[src/design/sae_pkg.sv]
// Instruction kinds, status codes and field types of the stack evaluator.
`default_nettype none

package sae_pkg;

  typedef logic [2:0] kind_t;
  typedef logic [2:0] status_t;

  // Instruction kinds
  localparam kind_t K_RET  = 3'd0;
  localparam kind_t K_PUSH = 3'd1;
  localparam kind_t K_NEG  = 3'd2;
  localparam kind_t K_ADD  = 3'd3;
  localparam kind_t K_SUB  = 3'd4;
  localparam kind_t K_MUL  = 3'd5;
  localparam kind_t K_DIV  = 3'd6;

  // Result status codes
  localparam status_t ST_OK      = 3'd0;
  localparam status_t ST_EMPTY   = 3'd1;
  localparam status_t ST_UNDER   = 3'd2;
  localparam status_t ST_OVER    = 3'd3;
  localparam status_t ST_DIVZERO = 3'd4;

endpackage

`default_nettype wire

[src/design/stack_arithmetic_evaluator.sv]
// Top level: stack-machine bytecode evaluator with an iterative arithmetic unit.
//
//   channel  | handshake            | payload
//   ---------+----------------------+-------------------------------------
//   cmd      | cmd_valid, cmd_stall | kind, operand, end_of_code
//   rsp      | rsp_valid, rsp_stall | result_value, status
//
// Push, negate, add, subtract and unknown kinds use execute and finish states;
// multiply adds a shift-add loop, divide abs, loop and sign steps, a sent result
// an emit state. Multiply and divide run one bit per cycle via the shared adder.
// Reset (rst, synchronous) empties the stack and drops any pending result.
// A stalled rsp holds its result; cmd is taken again once the result register
// is loaded, so a new transaction proceeds while the old result waits.
`default_nettype none

module stack_arithmetic_evaluator #(
  parameter int STACK_DEPTH = 64,
  parameter int VALUE_WIDTH = 32
) (
  input  logic                  clk,
  input  logic                  rst,
  input  logic                  cmd_valid,
  output logic                  cmd_stall,
  input  sae_pkg::kind_t        kind,
  input  logic signed [31:0]    operand,
  input  logic                  end_of_code,
  output logic                  rsp_valid,
  input  logic                  rsp_stall,
  output logic signed [31:0]    result_value,
  output sae_pkg::status_t      status
);

  import sae_pkg::*;

  localparam int W  = VALUE_WIDTH;
  localparam int AW = (STACK_DEPTH > 1) ? $clog2(STACK_DEPTH) : 1;
  localparam int DW = $clog2(STACK_DEPTH + 1);
  localparam int CW = $clog2(VALUE_WIDTH);

  // Sequencer states
  localparam logic [3:0] S_IDLE   = 4'd0;
  localparam logic [3:0] S_EXEC   = 4'd1;
  localparam logic [3:0] S_MUL    = 4'd2;
  localparam logic [3:0] S_DABS_A = 4'd3;
  localparam logic [3:0] S_DABS_B = 4'd4;
  localparam logic [3:0] S_DIV    = 4'd5;
  localparam logic [3:0] S_DSIGN  = 4'd6;
  localparam logic [3:0] S_FIN    = 4'd7;
  localparam logic [3:0] S_EMIT   = 4'd8;

  logic [3:0]    state;
  logic [DW-1:0] depth;
  logic [W-1:0]  tos;
  logic [W-1:0]  nos;
  logic [W-1:0]  acc;
  logic [W-1:0]  mcand;
  logic [W-1:0]  quot;
  logic [CW-1:0] cnt;
  logic          neg_q;
  kind_t         op_kind;
  logic [W-1:0]  op_value;
  logic          op_eoc;
  logic [31:0]   res_value;
  status_t       res_status;

  // Stack entries below the top; the top itself lives in tos
  logic [W-1:0]  mem [STACK_DEPTH];
  logic          mem_we;
  logic [AW-1:0] mem_waddr;
  logic [AW-1:0] mem_raddr;

  logic [W:0]    alu_a;
  logic [W:0]    alu_b;
  logic          alu_sub;
  logic [W:0]    alu_sum;
  logic [W-1:0]  alu_res;
  logic          div_ge;

  logic signed [63:0] tos_ext;
  logic [31:0]        tos_word;

  assign cmd_stall = rst || (state != S_IDLE);

  assign tos_ext  = 64'($signed(tos));
  assign tos_word = tos_ext[31:0];

  // Stack memory: write the old top on push, read the entry under the top
  assign mem_we    = (state == S_EXEC) && (op_kind == K_PUSH) &&
                     (depth != '0) && (depth != DW'(STACK_DEPTH));
  assign mem_waddr = AW'(depth - DW'(1));
  assign mem_raddr = AW'(depth - DW'(2));

  always_ff @(posedge clk) begin
    if (mem_we) begin
      mem[mem_waddr] <= tos;
    end
    nos <= mem[mem_raddr];
  end

  // Select operands of the shared adder
  always_comb begin
    alu_a   = '0;
    alu_b   = '0;
    alu_sub = 1'b0;
    unique case (state)
      S_EXEC: begin
        if (op_kind == K_NEG) begin
          alu_b   = {1'b0, tos};
          alu_sub = 1'b1;
        end else begin
          alu_a   = {1'b0, nos};
          alu_b   = {1'b0, tos};
          alu_sub = (op_kind == K_SUB);
        end
      end
      S_MUL: begin
        alu_a = {1'b0, acc};
        alu_b = quot[0] ? {1'b0, mcand} : '0;
      end
      S_DABS_A: begin
        alu_b   = {1'b0, quot};
        alu_sub = 1'b1;
      end
      S_DABS_B: begin
        alu_b   = {1'b0, mcand};
        alu_sub = 1'b1;
      end
      S_DIV: begin
        alu_a   = {acc, quot[W-1]};
        alu_b   = {1'b0, mcand};
        alu_sub = 1'b1;
      end
      S_DSIGN: begin
        alu_b   = {1'b0, quot};
        alu_sub = neg_q;
      end
      default: ;
    endcase
  end

  sae_alu #(
    .WIDTH(W + 1)
  ) u_alu (
    .a   (alu_a),
    .b   (alu_b),
    .sub (alu_sub),
    .sum (alu_sum)
  );

  assign alu_res = alu_sum[W-1:0];
  assign div_ge  = !alu_sum[W];

  // Result valid: set when the result register loads, drop once taken
  always_ff @(posedge clk) begin
    if (rst) begin
      rsp_valid <= 1'b0;
    end else if ((state == S_EMIT) && (!rsp_valid || !rsp_stall)) begin
      rsp_valid <= 1'b1;
    end else if (!rsp_stall) begin
      rsp_valid <= 1'b0;
    end
  end

  // Sequencer and datapath registers
  always_ff @(posedge clk) begin
    if (rst) begin
      state <= S_IDLE;
      depth <= '0;
    end else begin
      unique case (state)
        S_IDLE: begin
          if (cmd_valid) begin
            op_kind  <= kind;
            op_value <= W'(operand);
            op_eoc   <= end_of_code;
            state    <= S_EXEC;
          end
        end
        S_EXEC: begin
          unique case (op_kind)
            K_RET: begin
              if (depth == '0) begin
                res_value  <= '0;
                res_status <= ST_UNDER;
              end else begin
                res_value  <= tos_word;
                res_status <= ST_OK;
              end
              depth <= '0;
              state <= S_EMIT;
            end
            K_PUSH: begin
              if (depth == DW'(STACK_DEPTH)) begin
                res_value  <= '0;
                res_status <= ST_OVER;
                depth      <= '0;
                state      <= S_EMIT;
              end else begin
                tos   <= op_value;
                depth <= depth + DW'(1);
                state <= S_FIN;
              end
            end
            K_NEG: begin
              if (depth == '0) begin
                res_value  <= '0;
                res_status <= ST_UNDER;
                state      <= S_EMIT;
              end else begin
                tos   <= alu_res;
                state <= S_FIN;
              end
            end
            K_ADD, K_SUB: begin
              if (depth < DW'(2)) begin
                res_value  <= '0;
                res_status <= ST_UNDER;
                depth      <= '0;
                state      <= S_EMIT;
              end else begin
                tos   <= alu_res;
                depth <= depth - DW'(1);
                state <= S_FIN;
              end
            end
            K_MUL: begin
              if (depth < DW'(2)) begin
                res_value  <= '0;
                res_status <= ST_UNDER;
                depth      <= '0;
                state      <= S_EMIT;
              end else begin
                acc   <= '0;
                mcand <= nos;
                quot  <= tos;
                cnt   <= CW'(VALUE_WIDTH - 1);
                state <= S_MUL;
              end
            end
            K_DIV: begin
              if (depth < DW'(2)) begin
                res_value  <= '0;
                res_status <= ST_UNDER;
                depth      <= '0;
                state      <= S_EMIT;
              end else if (tos == '0) begin
                res_value  <= '0;
                res_status <= ST_DIVZERO;
                depth      <= '0;
                state      <= S_EMIT;
              end else begin
                neg_q <= nos[W-1] ^ tos[W-1];
                quot  <= nos;
                mcand <= tos;
                state <= S_DABS_A;
              end
            end
            default: begin
              state <= S_FIN;
            end
          endcase
        end
        S_MUL: begin
          // Shift-add one multiplier bit per cycle
          acc   <= alu_res;
          mcand <= mcand << 1;
          quot  <= quot >> 1;
          if (cnt == '0) begin
            tos   <= alu_res;
            depth <= depth - DW'(1);
            state <= S_FIN;
          end else begin
            cnt <= cnt - CW'(1);
          end
        end
        S_DABS_A: begin
          if (quot[W-1]) begin
            quot <= alu_res;
          end
          state <= S_DABS_B;
        end
        S_DABS_B: begin
          if (mcand[W-1]) begin
            mcand <= alu_res;
          end
          acc   <= '0;
          cnt   <= CW'(VALUE_WIDTH - 1);
          state <= S_DIV;
        end
        S_DIV: begin
          // Restoring division, one quotient bit per cycle
          acc  <= div_ge ? alu_res : {acc[W-2:0], quot[W-1]};
          quot <= {quot[W-2:0], div_ge};
          if (cnt == '0) begin
            state <= S_DSIGN;
          end else begin
            cnt <= cnt - CW'(1);
          end
        end
        S_DSIGN: begin
          tos   <= alu_res;
          depth <= depth - DW'(1);
          state <= S_FIN;
        end
        S_FIN: begin
          if (op_eoc) begin
            if (depth == '0) begin
              res_value  <= '0;
              res_status <= ST_EMPTY;
            end else begin
              res_value  <= tos_word;
              res_status <= ST_OK;
            end
            depth <= '0;
            state <= S_EMIT;
          end else begin
            state <= S_IDLE;
          end
        end
        S_EMIT: begin
          // Load the result register once it is free
          if (!rsp_valid || !rsp_stall) begin
            result_value <= res_value;
            status       <= res_status;
            state        <= S_IDLE;
          end
        end
        default: begin
          state <= S_IDLE;
        end
      endcase
    end
  end

endmodule

`default_nettype wire

[src/design/sae_alu.sv]
// Shared add/subtract unit used by every arithmetic step of the evaluator.
`default_nettype none

module sae_alu #(
  parameter int WIDTH = 33
) (
  input  logic [WIDTH-1:0] a,
  input  logic [WIDTH-1:0] b,
  input  logic             sub,
  output logic [WIDTH-1:0] sum
);

  // Subtract as add of the inverted operand plus one
  assign sum = a + (b ^ {WIDTH{sub}}) + WIDTH'(sub);

endmodule

`default_nettype wire

[config.mk]
export PLATFORM = sky130hd
export DESIGN_NAME = stack_arithmetic_evaluator
export DESIGN_NICKNAME = d
export VERILOG_FILES = /design/src/design/sae_pkg.sv /design/src/design/stack_arithmetic_evaluator.sv /design/src/design/sae_alu.sv
export SDC_FILE = /design/constraint.sdc
export NUM_CORES = 2
export LEC_CHECK = 0
export BUFFER_PORTS_ARGS = -buffer_cell sky130_fd_sc_hd__buf_4
export CAP_MARGIN = 10
export CORE_UTILIZATION = 42
export CTS_CLUSTER_DIAMETER = 80
export CTS_CLUSTER_SIZE = 24
export DETAILED_ROUTE_END_ITERATION = 6
export HOLD_SLACK_MARGIN = 0.08
export PLACE_DENSITY = 0.55
export SKIP_LAST_GASP = 1
export SYNTH_ARGS = -nofsm -noshare
export SYNTH_HDL_FRONTEND = slang
export SYNTH_SLANG_ARGS = --single-unit
[constraint.sdc]
create_clock -name clk -period 13.1 [get_ports clk]
set_input_delay 1.31 -clock clk [delete_from_list [all_inputs] [get_ports clk]]
set_output_delay 1.31 -clock clk [all_outputs]
set_load 0.03 [all_outputs]
==> flow_metrics.env <==
export IMPL_final_net_count=4664
export IMPL_final_common_cell="edfxtp_1"
export IMPL_clk_path_buf_depth=3
export IMPL_final_max_slew_viol_count=0
export IMPL_cp_data_required_time_ns=13.61
export IMPL_clk_pin_slew_ns=0.10
export IMPL_synth_fa_ha_area_frac=0.00531
export IMPL_end_kind="flop"
export IMPL_area_growth_pct=9.67
export IMPL_io_pins=77
export IMPL_synth_edff_count=2288
export IMPL_slew_headroom=0.189
export IMPL_synth_top_family_by_area="multiplexers"
export IMPL_critPathLaunchType="flop"
export IMPL_synth_simple_area_share=0.0257
export IMPL_drc=49
export IMPL_crit_fanout=56
export IMPL_power_density_nw_per_um2=210
export IMPL_cts_root_buffer="clkbuf_16"
export IMPL_finalHoldViolCount=0
export IMPL_grt_pass1_vias=46853
export IMPL_ys_ff_latch=2332
export IMPL_synth_compound_area_frac=0.0373
export IMPL_ctsHoldBuffers=0
export IMPL_max_slew_worst_pin_slew_ns=1.21
export IMPL_synthXorXnorAreaFrac=0.00741
export IMPL_hold_depth=0
export IMPL_cts_tree="done"
export IMPL_drt_pass1_iterations=7
export IMPL_clock_latency_ns=0.83
export IMPL_die_h_um=474
export IMPL_fmax_mhz=148
export IMPL_grt_antenna_before_repair=17
export IMPL_outcome="finished with violations"
export IMPL_dieArea_um2=224000
export IMPL_synth_seq_area_share=0.745
export IMPL_p_switching_uw=8020
export IMPL_instances_no_fill=7625
export IMPL_worstPathArrival_ns=7.25
export IMPL_cts_max_level=3
export IMPL_final_layout_size_suffix_gt1_frac=0.259
export IMPL_gr_total_overflow=0
export IMPL_maxCapViolations=0
export IMPL_core_area_um2=220000
export IMPL_drt_initial_drc_count=6769
export IMPL_p_leak_uw=0.0308
export IMPL_via_per_inst=6.18
export IMPL_ys_flop_type="edfxtp_1"
export IMPL_setup_violations=0
export IMPL_ctsResizeCount=0
export IMPL_yosys_warnings=0
export IMPL_skew_ns=0.0538
export IMPL_r2r_cells=15
export IMPL_syn_avg_cell_area_um2=20.8
export IMPL_setup_tns_ns=0
export IMPL_async_flop_share=0
export IMPL_post_drt_wl_per_cell_um=34.2
export IMPL_portBuffers=76
export IMPL_synthCells=4485
export IMPL_dp_hpwl_um=138000
export IMPL_die_w_um=474
export IMPL_p_clk_frac=0.203
export IMPL_grt_max_degree=100
export IMPL_postCtsSetupBuffers=0
export IMPL_peakVddDrop_mv=0.303
export IMPL_num_rows=172
export IMPL_crit_type="reg2reg"
export IMPL_power_share_sequential=0.425
export IMPL_internal_power_uw=13500
export IMPL_start_util=0.424
export IMPL_vias=47158
export IMPL_combPwrFrac=0.373
export IMPL_cp_cell_sequence="nand2b_1, nor2_4, buf_4, a222oi_1, inv_1, ha_1, a2111o_1, a31oi_2, o2bb2ai_2, nor3b_4, o21ai_2, xnor2_4, buf_4, a21oi_1, o32ai_1"
export IMPL_min_path_type="reg2reg"
export IMPL_dpl_cell_count=7420
export IMPL_rsz0062_at_grt="false"
export IMPL_muxShareOfSynthArea=0.164
export IMPL_path_common_cell="buf_4"
export IMPL_gr_usage_all_layers=0.232
export IMPL_mappedNetlistArea_um2=93400
export IMPL_grt_pass1_wl_um=366000
export IMPL_max_stage_delay_ns=0.99
export IMPL_numCtsBuffers=120
export IMPL_place_congestion=0.867
export IMPL_period_share=0.515
export IMPL_wl_um=261000
export IMPL_syn_nets=4564
export IMPL_layout_common_cells="2288 x edfxtp_1, 654 x mux4_2, 235 x buf_4"
export IMPL_swShare=0.372
export IMPL_violations="design-rule violations"
export IMPL_cp_slowest_cell="a21oi_1"
export IMPL_min_period_ns=6.74
export IMPL_synth_cell_types=90
export IMPL_ant_nets=0
export IMPL_cts_num_sinks=2332
-- final timing paths --
| kind | startpoint | to | slack [ns] |
|---|---|---|---|
| setup / recovery | state[1] | acc[31] | 6.36 |
| hold / removal | res_value[2] | result_value[2] | 0.42 |
| setup reg to reg | state[1] | acc[31] | 6.36 |
| hold reg to reg | res_value[2] | result_value[2] | 0.42 |
-- power by group through the flow --
stage | Sequential [uW] | Clock [uW] | Combinational [uW]
floorplan | 9310 | 0 | 4540
global placement | 9310 | 0 | 7980
detailed placement | 9310 | 0 | 8010
CTS | 9140 | 4450 | 8040
global route | 9170 | 4680 | 8420
finish | 9150 | 4360 | 8030
-- worst max-delay path: cells and delay by family, from the launching register on --
kind | cells | cell delay, ns
simple gates | 3 | 1.62
compound gates | 7 | 2.38
xor+xnor | 1 | 0.16
fa+ha+maj | 1 | 0.32
flops | 1 | 0.81
buf+inv | 3 | 1.07
-- layout make-up --
type / instances / area [um^2]
fillers: 18361 / 118000
clock buffers: 144 / 3180
inverters: 63 / 239
clock inverters: 51 / 642
well taps: 2958 / 3700
repair buffers: 243 / 1920
diodes: 9 / 22.5
flip-flops and latches: 2332 / 69600
multi-input cells: 1825 / 23100
-- Yosys cell counts (all sizes together), types with 52 or more instances --
cell type | count | area share
a21oi | 94 | 0.0050
a222oi | 64 | 0.0069
buf | 114 | 0.0062
clkbuf | 151 | 0.0061
edfxtp | 2288 | 0.74
inv | 63 | 0.0026
mux2i | 52 | 0.0056
mux4 | 654 | 0.16
nand2 | 209 | 0.0084
nor2 | 127 | 0.0051
o21ai | 90 | 0.0049
xnor2 | 56 | 0.0055
-- cells by family (layout without fill, tap and decap cells) --
kind of cell / count (synthesis) / count (layout)
multiplexers: 715 / 715
AO/OA/AOI/OAI: 476 / 476
adder cells (fa/ha/maj): 39 / 39
AND/OR/NAND/NOR: 519 / 519
buffers and inverters: 328 / 501
other: 0 / 9
flip-flops: 2332 / 2332
XOR/XNOR: 76 / 76
-- routing by layer --
metal	share of wire	vias to the layer above	track usage	wire (um)
met5	0	-	0	0
met4	0.032	0	0.0755	8250
met3	0.068	256	0.0273	17800
met2	0.47	1954	0.366	122000
met1	0.43	25967	0.338	112000
li1	-	18981	-	-
-- per-stage QoR --
step | instance area (um^2) | hold slack, ns | setup slack (ns) | total power (uW) | util
floorplan | 93400 | 0.400 | 7.59 | 13900 | -
global placement | 98600 | 0.403 | 6.71 | 17300 | 0.447
detailed placement | 98600 | 0.405 | 6.54 | 17300 | 0.447
CTS | 102000 | 0.421 | 6.52 | 21600 | 0.465
global route | 102000 | 0.434 | 6.01 | 22300 | 0.465
finish | 102000 | 0.423 | 6.36 | 21500 | 0.465
-- flip-flops by register name, summed over array words and instances, names as in the netlist --
register      flops
op_kind           3
op_eoc            1
depth             7
result_value     32
rsp_valid         1
res_value        32
quot             32
state             4
cnt               5
tos              32
status            3
mcand            32
nos              32
neg_q             1
mem            2048
res_status        3
acc              32
op_value         32
Note: power is estimated with default switching activity, not from simulation.
